===== src/atd_pkg.sv =====
// Shared types, constants and the generator step function for the archive table decryptor.
// Used by every module of the block but atd_ram; depends on nothing else.
package atd_pkg;

   localparam int unsigned WORD_W        = 32;
   localparam int unsigned TABLE_DEPTH   = 256;
   localparam int unsigned TABLE_AW      = 8;
   localparam int unsigned GEN_SEED_W    = 22;
   localparam int unsigned GEN_IDX_W     = 11;
   localparam int unsigned SEGMENT_OFFSET = 1024;

   localparam logic [WORD_W-1:0]     SEED_INIT     = 32'hEEEE_EEEE;
   localparam logic [WORD_W-1:0]     KEY_STIR      = 32'h1111_1111;
   localparam logic [WORD_W-1:0]     SEED_INC      = 32'd3;
   localparam logic [GEN_SEED_W-1:0] GEN_SEED_INIT = 22'h10_0001;
   localparam logic [GEN_SEED_W-1:0] GEN_MOD       = 22'h2A_AAAB;
   localparam logic [2:0]            GEN_LAST_ROW  = 3'd4;
   localparam logic [7:0]            GEN_LAST_COL  = 8'd255;
   localparam logic [GEN_IDX_W-1:0]  SEG_BASE      = GEN_IDX_W'(SEGMENT_OFFSET);

   typedef struct packed {
      logic                    we;
      logic [TABLE_AW-1:0]     addr;
      logic [WORD_W-1:0]       data;
      logic                    ready;
   } tbl_wr_type;

   // One step of s = (s * 125 + 3) mod 0x2AAAAB. Since 3 * 0x2AAAAB = 2^23 + 1,
   // 2^23 is congruent to -1, so the product folds into low part minus high part.
   function automatic logic [GEN_SEED_W-1:0] gen_step(input logic [GEN_SEED_W-1:0] s);
      logic [29:0] x;
      logic [22:0] lo;
      logic [6:0]  hi;
      logic [24:0] y;
      x  = {1'b0, s, 7'b0} - {7'b0, s, 1'b0} - {8'b0, s} + 30'd3;
      lo = x[22:0];
      hi = x[29:23];
      y  = {2'b0, lo} + {3'b0, GEN_MOD} - {18'b0, hi};
      if (y >= {2'b0, GEN_MOD, 1'b0}) begin
         y = y - {2'b0, GEN_MOD, 1'b0};
      end
      if (y >= {3'b0, GEN_MOD}) begin
         y = y - {3'b0, GEN_MOD};
      end
      return y[GEN_SEED_W-1:0];
   endfunction

endpackage


===== src/atd_keygen.sv =====
// Key table generator: runs the congruential sequence one step per cycle after reset.
// Depends on atd_pkg; drives the table write port of atd_cipher.
module atd_keygen (
   input  logic                clock,
   input  logic                reset,
   output atd_pkg::tbl_wr_type tbl
);

   logic [atd_pkg::GEN_SEED_W-1:0] gen_seed_ff, gen_seed_in;
   logic [7:0]                     gen_col_ff, gen_col_in;
   logic [2:0]                     gen_row_ff, gen_row_in;
   logic                           phase_ff, phase_in;
   logic [15:0]                    hi_ff, hi_in;
   logic                           done_ff, done_in;
   logic                           ready_ff, ready_in;
   logic [atd_pkg::GEN_SEED_W-1:0] seed_step;
   logic [atd_pkg::GEN_IDX_W-1:0]  idx;
   logic [atd_pkg::GEN_IDX_W-1:0]  rel;
   logic                           in_window;

   assign seed_step = atd_pkg::gen_step(gen_seed_ff);
   assign idx       = {gen_row_ff, gen_col_ff};
   assign rel       = idx - atd_pkg::SEG_BASE;
   assign in_window = (idx >= atd_pkg::SEG_BASE) &&
                      (rel < atd_pkg::GEN_IDX_W'(atd_pkg::TABLE_DEPTH));

   always_comb begin
      gen_seed_in = gen_seed_ff;
      gen_col_in  = gen_col_ff;
      gen_row_in  = gen_row_ff;
      phase_in    = phase_ff;
      hi_in       = hi_ff;
      done_in     = done_ff;
      ready_in    = done_ff;
      if (!done_ff) begin
         gen_seed_in = seed_step;
         phase_in    = !phase_ff;
         if (!phase_ff) begin
            hi_in = seed_step[15:0];
         end else if (gen_row_ff == atd_pkg::GEN_LAST_ROW) begin
            gen_row_in = '0;
            gen_col_in = gen_col_ff + 8'd1;
            done_in    = (gen_col_ff == atd_pkg::GEN_LAST_COL);
         end else begin
            gen_row_in = gen_row_ff + 3'd1;
         end
      end
      if (reset) begin
         gen_seed_in = atd_pkg::GEN_SEED_INIT;
         gen_col_in  = '0;
         gen_row_in  = '0;
         phase_in    = 1'b0;
         done_in     = 1'b0;
         ready_in    = 1'b0;
      end
   end

   always_ff @(posedge clock) begin
      gen_seed_ff <= gen_seed_in;
      gen_col_ff  <= gen_col_in;
      gen_row_ff  <= gen_row_in;
      phase_ff    <= phase_in;
      hi_ff       <= hi_in;
      done_ff     <= done_in;
      ready_ff    <= ready_in;
   end

   assign tbl.we    = !done_ff && phase_ff && in_window;
   assign tbl.addr  = rel[atd_pkg::TABLE_AW-1:0];
   assign tbl.data  = {hi_ff, seed_step[15:0]};
   assign tbl.ready = ready_ff;

endmodule


===== config.mk =====
export PLATFORM = sky130hd
export DESIGN_NAME = atd_keygen
export DESIGN_NICKNAME = d
export VERILOG_FILES = /design/src/atd_pkg.sv /design/src/atd_keygen.sv
export SDC_FILE = /design/constraint.sdc
export NUM_CORES = 1
export LEC_CHECK = 0
export BUFFER_PORTS_ARGS = -buffer_cell sky130_fd_sc_hd__buf_2
export CAP_MARGIN = 20
export CORE_MARGIN = 5
export CORE_UTILIZATION = 40
export DETAILED_ROUTE_END_ITERATION = 7
export PLACE_DENSITY = 0.58
export REMOVE_ABC_BUFFERS = 1
export SETUP_SLACK_MARGIN = 0.15
export SYNTH_ARGS = -nofsm -noshare
export SYNTH_HDL_FRONTEND = slang
export SYNTH_SLANG_ARGS = --single-unit

===== constraint.sdc =====
create_clock -name clock -period 17.45 [get_ports clock]
set_input_delay 2.6175 -clock clock [delete_from_list [all_inputs] [get_ports clock]]
set_output_delay 2.6175 -clock clock [all_outputs]
set_load 0.05 [all_outputs]

==> run_results.csv, run 1 <==
group,metric,value,unit
timing,worst-slew-pin-transition,0.9989,ns
min_path,hold_start,"gen_seed_ff[19]$_SDFFE_PP0N_",
clock_tree,numClockSinks,52,
die,die_area,21050,um^2
critical_path,worstPathRequired,14.83,ns
clock_tree,ctsLongestPathBuffers,2,
die,core_area,17960,um^2
critical_path,timing.critical_path.from_type,"register",
drt,detail_route.wirelength,21420,um
drt,route.detailed.vias_per_inst,5.889,
clock_tree,post_cts_resized,0,
critical_path,r2r_setup_slack,6.57,ns
clock_tree,clk_latency,0.28,ns
grt,grt_pass1_wl,34270,um
grt,global_route.overflow_total,0,
clock_tree,cts.clk_slew.worst_paths,0.06,ns
timing,finClkSkew,0.003781,ns
die,die_x,145.1,um
critical_path,timing.critical_path.arrival,11.16,ns
logic_synthesis,netlist_area,7301,um^2
critical_path,critical_path.startpoint,"gen_seed_ff[8]$_SDFFE_PP0N_",
clock_tree,cts_inserted_buffers,5,
timing,final_hold_viol_count,0,
critical_path,critPathMaxStageDelay,0.65,ns
drt,antenna_left,0,
timing,timing.max_slew.rel_slack,32.93,%
drt,post_drt_wl_per_cell,18.97,um
clock_tree,root_buffer_cell,"sky130_fd_sc_hd__clkbuf_16",
clock_tree,post-cts-setup-buffers,0,
logic_synthesis,synth_enable_flop_cells,16,
grt,grt_start_max_net_pins,29,
drt,detail_route.iter0.violations,578,
timing,setup_tns_after_final_layout,0,ns
run,cap_violations,0,
logic_synthesis,ys_dominant_reg_cell,"sky130_fd_sc_hd__dfxtp_1",
logic_synthesis,asyncSetResetFlopFracSynth,0,%
layout,drive_above_1_share,11.22,%
logic_synthesis,yosys_warnings,0,
timing,report.final.setup_viol,0,
logic_synthesis,avgSynthCellArea,8.194,um^2
min_path,min-delay-path-class,"register to register",
layout,finalInstanceArea,7704,um^2
placement,placer_congestion_estimate,0.9035,
timing,final-max-slew-violation-count,0,
drt,detail_route.first_pass.iterations,5,
critical_path,setup.worst_path.class,"register to output pin",
run_status,run_status,"completed",
timing,hold-worst-slack,0.4972,ns
die,initial_core_utilization,40.64,%
min_path,holdPathStages,2,
timing,max_freq,72.57,MHz
logic_synthesis,syn_inst,891,
timing,final_min_period_over_clock_period,78.97,%
critical_path,cpMaxStageDelayCell,"sky130_fd_sc_hd__a21oi_2",
grt,global_route.usage.total,19.52,%
critical_path,r2r-end,"gen_seed_ff[1]$_SDFFE_PP0N_",
min_path,whs_endpoint,"gen_seed_ff[19]$_SDFFE_PP0N_",
die,fp-row-count,49,
critical_path,cp_max_fo,16,
die,floorplan.io_pins,44,
clock_tree,htree_num_levels,2,
grt,vias_in_the_first_global_route,6157,
placement,area_after_detailed_placement,7560,um^2
logic_synthesis,synth_seq_cells,52,
timing,fin_crit,13.78,ns
critical_path,worst-r2r-cell-count,35,
critical_path,worst_setup_path_end_kind,"output pin",
layout,diodes,0,
grt,antenna_found_initial,0,
critical_path,reg2reg_from,"gen_seed_ff[8]$_SDFFE_PP0N_",
drt,routed_vias,6649,
layout,layout.nets,989,
clock_tree,cts_hold_repair.buffers,0,
logic_synthesis,part_of_the_yosys_area_used_for_sequential_elements,16.45,%
die,die_height,145.1,um
placement,dp.final_hpwl,17840,um
logic_synthesis,yosys.cell_types.count,89,
layout,syn_to_final_growth,5.518,%
drt,remaining_drc_errors,0,
clock_tree,tritoncts,"built",
placement,port_buffers,43,
timing,grt_setup_unrepaired,"no",
-- synth_stat cells (5+ instances only) --
master | instances | share of area, %
sky130_fd_sc_hd__or3_1 | 10 | 0.86
sky130_fd_sc_hd__a22o_1 | 10 | 1.2
sky130_fd_sc_hd__nor2b_1 | 9 | 0.77
sky130_fd_sc_hd__nand4_1 | 8 | 0.69
sky130_fd_sc_hd__buf_2 | 9 | 0.62
sky130_fd_sc_hd__a21oi_1 | 57 | 3.9
sky130_fd_sc_hd__nand2_1 | 64 | 3.3
sky130_fd_sc_hd__o221ai_1 | 5 | 0.60
sky130_fd_sc_hd__and2_1 | 12 | 1.0
sky130_fd_sc_hd__ha_1 | 71 | 12
sky130_fd_sc_hd__nand3_1 | 19 | 1.3
sky130_fd_sc_hd__a21o_1 | 14 | 1.4
sky130_fd_sc_hd__edfxtp_1 | 16 | 6.6
sky130_fd_sc_hd__buf_4 | 18 | 1.9
sky130_fd_sc_hd__xor2_1 | 22 | 2.6
sky130_fd_sc_hd__nor4_1 | 10 | 0.86
sky130_fd_sc_hd__a21boi_0 | 8 | 0.82
sky130_fd_sc_hd__mux2_2 | 5 | 0.77
sky130_fd_sc_hd__a211oi_1 | 29 | 3.0
sky130_fd_sc_hd__nor2_1 | 55 | 2.8
sky130_fd_sc_hd__xnor2_1 | 59 | 7.1
sky130_fd_sc_hd__nand2b_1 | 13 | 1.1
sky130_fd_sc_hd__clkbuf_1 | 14 | 0.72
sky130_fd_sc_hd__o21ai_0 | 43 | 2.9
sky130_fd_sc_hd__inv_1 | 78 | 4.0
sky130_fd_sc_hd__dfxtp_1 | 36 | 9.9
sky130_fd_sc_hd__a221oi_1 | 9 | 1.1
sky130_fd_sc_hd__fa_1 | 17 | 4.7
sky130_fd_sc_hd__o211ai_1 | 11 | 1.1
sky130_fd_sc_hd__nor3_1 | 22 | 1.5
sky130_fd_sc_hd__o21a_1 | 16 | 1.6
sky130_fd_sc_hd__mux2i_1 | 8 | 1.1
-- flip-flops by register name, indices dropped and copies added, names as in the netlist --
name	count
done_ff	1
gen_row_ff	3
gen_seed_ff	22
hi_ff	16
gen_col_ff	8
phase_ff	1
ready_ff	1
-- critical path: cells and delay by family (launching register included) --
| kind | cells | cell delay, ns |
|---|---|---|
| compound gates | 20 | 5.75 |
| xor+xnor | 3 | 0.69 |
| buf+inv | 2 | 0.39 |
| simple gates | 6 | 1.48 |
| flops | 1 | 0.52 |
| fa+ha+maj | 4 | 1.62 |
| mux | 1 | 0.41 |
-- per-layer routing --
layer | GRT usage, % | part of all wire (%)
met5 | 0 | 0
met4 | 3.498 | 1.7
met3 | 2.401 | 6.8
met2 | 29.96 | 43
met1 | 29.62 | 48
-- stage by stage --
step	worst slack, ns	cells	util, %
floorplan	5.345	846	-
global placement	4.211	1121	42.08
detailed placement	4.074	1121	42.08
CTS	3.737	1129	42.89
global route	2.838	1129	42.89
finish	3.671	1129	42.89
-- placed cells by master, fill, tap and decap left out, types with 5 or more instances in the layout --
cell and instances:
sky130_fd_sc_hd__nand2b_1 13, sky130_fd_sc_hd__a221oi_1 9, sky130_fd_sc_hd__or3_1 10, sky130_fd_sc_hd__o221ai_1 5
sky130_fd_sc_hd__nand3_1 19, sky130_fd_sc_hd__mux2i_1 8, sky130_fd_sc_hd__o211ai_1 11, sky130_fd_sc_hd__nor2_1 55
sky130_fd_sc_hd__nand2_1 64, sky130_fd_sc_hd__a211oi_1 29, sky130_fd_sc_hd__xnor2_1 59, sky130_fd_sc_hd__nor4_1 10
sky130_fd_sc_hd__a22o_1 10, sky130_fd_sc_hd__a21oi_1 57, sky130_fd_sc_hd__dfxtp_1 36, sky130_fd_sc_hd__clkbuf_16 5
sky130_fd_sc_hd__o21a_1 16, sky130_fd_sc_hd__xor2_1 22, sky130_fd_sc_hd__a21boi_0 8, sky130_fd_sc_hd__a21o_1 14
sky130_fd_sc_hd__inv_1 78, sky130_fd_sc_hd__mux2_2 5, sky130_fd_sc_hd__nor3_1 22, sky130_fd_sc_hd__ha_1 71
sky130_fd_sc_hd__nand4_1 8, sky130_fd_sc_hd__fa_1 17, sky130_fd_sc_hd__o21ai_0 43, sky130_fd_sc_hd__edfxtp_1 16
sky130_fd_sc_hd__nor2b_1 9, sky130_fd_sc_hd__and2_1 12, sky130_fd_sc_hd__buf_2 43
-- final cells by class --
type | instances | area (um^2)
Timing Repair Buffer | 46 | 237.7
Fill cell | 1836 | 10260
Inverter | 78 | 292.8
Multi-Input combinational cell | 716 | 5542
Sequential cell | 52 | 1201
Clock buffer | 5 | 125.1
Clock inverter | 3 | 18.77
Tap cell | 229 | 286.5
-- cell families after synthesis --
kind of cell / share of synthesized area (%)
buf+inv: 7.643
simple gates: 17.09
mux: 2.074
compound gates: 29.31
xor+xnor: 10.61
flops: 16.45
fa+ha+maj: 16.83
-- worst max-delay path by stage --
stage / endpoint / slack, ns / cells after the start
4_1_cts: tbl[15] / 3.74 / 36
2_1_floorplan: tbl[15] / 5.34 / 35
5_1_grt: tbl[15] / 2.84 / 36
3_3_place_gp: tbl[15] / 4.21 / 36
3_5_place_dp: tbl[15] / 4.07 / 36
6_report: tbl[15] / 3.67 / 36
Power of run 1 is left out: the tool's default activity adds up to more than one toggle a clock period on the data nets, which glitch-free logic cannot reach.
==> run 2, diff against run 1 <==
- ABC_AREA: unset -> 1
- PLACE_DENSITY: 0.58 -> 0.6
- clock period: 17.45 -> 12.15 ns (I/O delays scaled with it)
==> run 2 against run 1 <==
Sequential share of layout area decreased by 1.1 points. Die area grew 5.8%. Non-clock buffer count stayed put. Critical path depth is 10 higher. First-iteration DRC count grew 7.3%. Synthesized cell count up 37%. Synthesized area increased by 6.2%. Final area grew 7.3%. Final cell count up 34%. Critical endpoint is now tbl[3].
==> run_results.csv, run 2 <==
group,metric,value,unit
run_status,run_status,"completed",
clock_tree,clk_latency,0.29,ns
logic_synthesis,syn_inst,1224,
layout,drive_above_1_share,12.99,%
clock_tree,cts.clk_slew.worst_paths,0.07,ns
logic_synthesis,avgSynthCellArea,6.336,um^2
logic_synthesis,asyncSetResetFlopFracSynth,0,%
clock_tree,cts_inserted_buffers,5,
clock_tree,numClockSinks,52,
logic_synthesis,synth_seq_cells,52,
logic_synthesis,synth.cells.most_frequent,"sky130_fd_sc_hd__nand2_1 (398), sky130_fd_sc_hd__inv_1 (177), sky130_fd_sc_hd__nand3_1 (93), sky130_fd_sc_hd__nor2_1 (77), sky130_fd_sc_hd__ha_1 (71)",
critical_path,cpMaxStageDelayCell,"sky130_fd_sc_hd__fa_1",
critical_path,worst_setup_path_endpoint,"tbl[3]",
drt,detail_route.wirelength,22300,um
logic_synthesis,yosysTopAreaCell,"sky130_fd_sc_hd__nand2_1",
logic_synthesis,netlist_area,7755,um^2
layout,largestRegisters,"gen_seed_ff (22), hi_ff (16), gen_col_ff (8)",
logic_synthesis,area_share_of_the_largest_cell_type_after_synthesis,19.26,%
layout,filler_cell_count,2105,
timing,fin_crit,10.82,ns
grt,global_route.overflow_total,0,
die,initial_core_utilization,40.24,%
layout,mostFrequentLayoutCell,"sky130_fd_sc_hd__nand2_1",
clock_tree,cts_hold_repair.buffers,0,
clock_tree,post_cts_resized,0,
drt,antenna_left,0,
placement,port_buffers,43,
critical_path,worst_setup_path_end_kind,"output pin",
timing,setup_tns_after_final_layout,0,ns
drt,remaining_drc_errors,0,
logic_synthesis,post_synth_main_area_contributors,"sky130_fd_sc_hd__nand2_1 (19%), sky130_fd_sc_hd__ha_1 (11%), sky130_fd_sc_hd__dfxtp_1 (9.3%)",
timing,grt_setup_unrepaired,"no",
clock_tree,post-cts-setup-buffers,0,
grt,vias_in_the_first_global_route,7108,
logic_synthesis,yosys.cell_types.count,53,
logic_synthesis,yosysMostFrequentCell,"sky130_fd_sc_hd__nand2_1",
logic_synthesis,ys_dominant_reg_cell,"sky130_fd_sc_hd__dfxtp_1",
grt,grt_start_max_net_pins,37,
clock_tree,root_buffer_cell,"sky130_fd_sc_hd__clkbuf_16",
placement,placer_congestion_estimate,0.9733,
timing,final_hold_viol_count,0,
drt,routed_vias,7567,
critical_path,cp_max_fo,36,
layout,multiInputGateArea,5613,um^2
critical_path,worst-r2r-cell-count,47,
clock_tree,ctsLongestPathBuffers,2,
min_path,min-delay-path-class,"register to register",
critical_path,setup.worst_path.class,"register to output pin",
die,die_x,149.2,um
layout,layout.nets,1336,
grt,global_route.usage.total,19.80,%
die,die_height,149.2,um
drt,detail_route.iter0.violations,620,
layout,largest_register_ff_count,22,
timing,finClkSkew,0.007530,ns
clock_tree,htree_num_levels,2,
die,core_area,19270,um^2
grt,antenna_found_initial,0,
critical_path,worstPathRequired,10.33,ns
placement,dp.final_hpwl,19180,um
critical_path,r2r_setup_slack,3.55,ns
drt,route.detailed.vias_per_inst,5.005,
run,cap_violations,0,
die,die_area,22270,um^2
critical_path,timing.critical_path.mode_cell,"sky130_fd_sc_hd__nand2_1",
die,fp-row-count,51,
min_path,holdPathStages,2,
timing,final-max-slew-violation-count,0,
grt,grt_pass1_wl,35800,um
critical_path,critical_path.startpoint,"gen_seed_ff[7]$_SDFFE_PP0N_",
logic_synthesis,synth_enable_flop_cells,16,
layout,syn_to_final_growth,6.615,%
layout,top_register,"gen_seed_ff",
logic_synthesis,part_of_the_yosys_area_used_for_sequential_elements,15.49,%
timing,max_freq,92.40,MHz
critical_path,timing.critical_path.from_type,"register",
layout,regArea,1201,um^2
layout,layout.cells.most_common_list,"sky130_fd_sc_hd__nand2_1 (398), sky130_fd_sc_hd__inv_1 (177), sky130_fd_sc_hd__nand3_1 (93)",
layout,diodes,0,
critical_path,timing.critical_path.arrival,9.00,ns
clock_tree,tritoncts,"built",
critical_path,reg2reg_from,"gen_seed_ff[7]$_SDFFE_PP0N_",
die,floorplan.io_pins,44,
critical_path,r2r-end,"gen_seed_ff[9]$_SDFFE_PP0N_",
timing,report.final.setup_viol,0,
timing,worst-slew-pin-transition,0.6454,ns
timing,final_min_period_over_clock_period,89.07,%
timing,timing.max_slew.rel_slack,56.81,%
logic_synthesis,yosys_warnings,0,
drt,post_drt_wl_per_cell,14.75,um
drt,detail_route.first_pass.iterations,5,
critical_path,critPathMaxStageDelay,0.51,ns
-- run 2: cell types whose count changed after synthesis, sizes merged, moves of 13 or more --
cell | previous run | this run
nor2 | 55 | 96
xnor2 | 63 | 5
a21o | 15 | 2
inv | 78 | 192
nand3 | 19 | 101
nand4 | 8 | 37
a211oi | 37 | 1
nand2b | 13 | 0
xor2 | 22 | 44
o21a | 16 | 3
nand2 | 64 | 430
-- run 2: metrics by stage --
step	hold slack [ns]	std cells	instance area (um^2)	utilization [%]	setup slack, ns
after detailed placement	0.4469	1504	8104	42.05	1.711
final	0.4590	1512	8268	42.90	1.328
after global routing	0.4813	1512	8268	42.90	0.4323
after floorplan	0.4271	1193	7535	-	3.119
after global placement	0.4509	1504	8104	42.05	1.798
after CTS	0.4588	1512	8268	42.90	1.358
-- run 2: cells by family (layout without fill, tap and decap cells) --
group / after synthesis / in the layout / synth area share (%)
AO/OA/AOI/OAI: 120 / 120 / 9.729
XOR/XNOR: 49 / 49 / 6.308
adder cells (fa/ha/maj): 88 / 88 / 15.84
buffers and inverters: 223 / 246 / 12.13
flip-flops: 52 / 52 / 15.49
AND/OR/NAND/NOR: 692 / 692 / 40.50
-- run 2: worst max-delay path, delay by kind of cell, from the launching register on --
kind                       cells  cell delay (ns)
xor gates and xnor gates       2             0.55
adders and majority gates      4             1.49
DFF                            1             0.46
and+or+nand+nor               28             3.53
AOI/OAI and AO/OA              7             1.98
buffers and inverters          5             0.68
-- run 2: cell type report --
type	count	area share [%]
flip-flops and latches	52	14.53
inverters	192	8.717
clock buffers	6	1.559
multi-input cells	949	67.89
well taps	265	4.010
clock inverters	2	0.4237
repair buffers	46	2.875
-- run 2: worst min-delay path by stage --
| stage | from | end |
|---|---|---|
| 6_report | gen_seed_ff[15]$_SDFFE_PP0N_ | gen_seed_ff[15]$_SDFFE_PP0N_ |
| 5_1_grt | gen_seed_ff[15]$_SDFFE_PP0N_ | gen_seed_ff[15]$_SDFFE_PP0N_ |
| 3_3_place_gp | gen_seed_ff[15]$_SDFFE_PP0N_ | gen_seed_ff[15]$_SDFFE_PP0N_ |
| 3_5_place_dp | gen_seed_ff[15]$_SDFFE_PP0N_ | gen_seed_ff[15]$_SDFFE_PP0N_ |
| 2_1_floorplan | gen_seed_ff[15]$_SDFFE_PP0N_ | gen_seed_ff[15]$_SDFFE_PP0N_ |
| 4_1_cts | gen_seed_ff[15]$_SDFFE_PP0N_ | gen_seed_ff[15]$_SDFFE_PP0N_ |
-- run 2: layer usage --
layer	wire (um)	track usage [%]	up-vias	share of wire, %
met3	1119	2.522	21	5.0
met4	231	3.158	0	1.0
li1	-	-	3927	-
met5	0	0	-	0
met1	10460	27.39	3439	47
met2	10490	33.65	180	47
Power of run 2 is left out for the same reason.
==> run 3, diff against run 2 <==
==> constraint.sdc (replaced) <==
create_clock -name clock -period 12.15 [get_ports clock]
set_input_delay 1.215 -clock clock [delete_from_list [all_inputs] [get_ports clock]]
set_output_delay 1.215 -clock clock [all_outputs]
set_load 0.05 [all_outputs]
==> run 3 against run 2 <==
Non-clock buffer count unchanged. Critical path type unchanged. Critical path depth unchanged. Via count increased by 0.75%.
==> run_results.csv, run 3 (same netlist as run 2, synthesis figures left out) <==
group,metric,value,unit
die,die_height,149.2,um
critical_path,worstPathRequired,10.93,ns
min_path,whs_endpoint,"gen_seed_ff[15]$_SDFFE_PP0N_",
layout,syn_to_final_growth,6.438,%
layout,top_register,"gen_seed_ff",
drt,routed_vias,7624,
placement,area_after_detailed_placement,8104,um^2
critical_path,timing.critical_path.from_type,"register",
critical_path,cpMaxStageDelayCell,"sky130_fd_sc_hd__fa_1",
grt,grt_pass1_wl,36310,um
placement,post_place_setup_slack,2.236,ns
critical_path,reg2reg_from,"gen_seed_ff[7]$_SDFFE_PP0N_",
layout,drive_above_1_share,12.99,%
critical_path,timing.critical_path.mode_cell,"sky130_fd_sc_hd__nand2_1",
clock_tree,root_buffer_cell,"sky130_fd_sc_hd__clkbuf_16",
critical_path,critical_path.startpoint,"gen_seed_ff[7]$_SDFFE_PP0N_",
die,fp-row-count,51,
critical_path,setup.worst_path.class,"register to output pin",
drt,detail_route.wirelength,22690,um
clock_tree,cts_hold_repair.buffers,0,
drt,remaining_drc_errors,0,
critical_path,timing.critical_path.arrival,9.11,ns
die,initial_core_utilization,40.24,%
die,die_area,22270,um^2
drt,post_drt_wl_per_cell,15.01,um
timing,worst-slew-pin-transition,0.5900,ns
critical_path,cp_max_fo,36,
critical_path,worst-r2r-cell-count,47,
drt,route.detailed.vias_per_inst,5.042,
clock_tree,ctsLongestPathBuffers,2,
layout,largestRegisters,"gen_seed_ff (22), hi_ff (16), gen_col_ff (8)",
layout,multiInputGateArea,5613,um^2
grt,vias_in_the_first_global_route,7151,
die,floorplan.io_pins,44,
critical_path,worst_setup_path_end_kind,"output pin",
layout,layout.nets,1336,
grt,global_route.usage.total,20.12,%
grt,grt_start_max_net_pins,37,
clock_tree,post-cts-setup-buffers,0,
critical_path,r2r-end,"gen_seed_ff[2]$_SDFFE_PP0N_",
clock_tree,clk_latency,0.29,ns
timing,max_freq,96.88,MHz
min_path,hold_start,"gen_seed_ff[15]$_SDFFE_PP0N_",
clock_tree,cts.clk_slew.worst_paths,0.06,ns
run_status,run_status,"completed",
clock_tree,cts_inserted_buffers,5,
timing,report.final.setup_viol,0,
layout,mostFrequentLayoutCell,"sky130_fd_sc_hd__nand2_1",
layout,regArea,1201,um^2
layout,largest_register_ff_count,22,
die,die_x,149.2,um
drt,antenna_left,0,
drt,detail_route.iter0.violations,544,
placement,placer_congestion_estimate,0.9720,
timing,setup_tns_after_final_layout,0,ns
timing,timing.max_slew.rel_slack,60.52,%
layout,diodes,0,
placement,port_buffers,43,
clock_tree,numClockSinks,52,
timing,grt_setup_unrepaired,"no",
clock_tree,htree_num_levels,2,
timing,final_hold_viol_count,0,
clock_tree,post_cts_resized,0,
timing,finalWorstSetupSlack,1.828,ns
critical_path,r2r_setup_slack,3.44,ns
timing,finClkSkew,0.009624,ns
die,core_area,19270,um^2
min_path,holdPathStages,2,
timing,final-max-slew-violation-count,0,
min_path,min-delay-path-class,"register to register",
clock_tree,tritoncts,"built",
run,cap_violations,0,
grt,global_route.overflow_total,0,
grt,antenna_found_initial,0,
timing,fin_crit,10.32,ns
timing,final_min_period_over_clock_period,84.96,%
drt,detail_route.first_pass.iterations,5,
placement,dp.final_hpwl,19450,um
layout,filler_cell_count,2145,
layout,layout.cells.most_common_list,"sky130_fd_sc_hd__nand2_1 (398), sky130_fd_sc_hd__inv_1 (177), sky130_fd_sc_hd__nand3_1 (93)",
layout,finalInstanceArea,8254,um^2
critical_path,critPathMaxStageDelay,0.50,ns
[run 3: cell types whose count changed in the layout (fill, tap and decap cells not counted), sizes merged]
cell	delta
bufinv	-1
clkinv	-1
clkinvlp	+1
clkbuf	+1
[run 3: cell type report]
class / instances / area share, %
well taps: 265 / 4.017
repair buffers: 46 / 2.880
inverters: 192 / 8.731
clock inverters: 1 / 0.09095
clock buffers: 7 / 1.728
multi-input cells: 949 / 68.00
flip-flops and latches: 52 / 14.55
[run 3: per-layer routing]
metal	track usage (%)	part of all wire (%)	vias up
met2	34.58	47	196
met1	27.72	47	3481
li1	-	-	3925
met3	2.218	5.2	22
met5	0	0	-
met4	3.295	1.3	0
[run 3: through the flow]
| step | instances | hold WS [ns] | utilization (%) |
|---|---|---|---|
| floorplan | 1193 | 0.4271 | - |
| global placement | 1504 | 0.4507 | 42.05 |
| detailed placement | 1504 | 0.4458 | 42.05 |
| CTS | 1512 | 0.4585 | 42.83 |
| global route | 1512 | 0.4788 | 42.83 |
| finish | 1512 | 0.4603 | 42.83 |
[run 3: worst max-delay path: cells and delay by family (launching register included)]
kind / cells / cell delay, ns
AOI/OAI and AO/OA: 7 / 2.04
and+or+nand+nor: 28 / 3.52
xor gates and xnor gates: 2 / 0.58
DFF: 1 / 0.46
buffers and inverters: 5 / 0.70
adders and majority gates: 4 / 1.49
[run 3: how the worst max path moves through the flow]
stage,endpoint,slack [ns],depth (start not counted)
after floorplan,tbl[2],3.73,47
after global placement,tbl[3],2.40,46
after detailed placement,tbl[3],2.24,46
after CTS,tbl[3],1.89,46
after global routing,tbl[3],1.03,47
final,tbl[3],1.83,46
Power of run 3 is left out for the same reason.
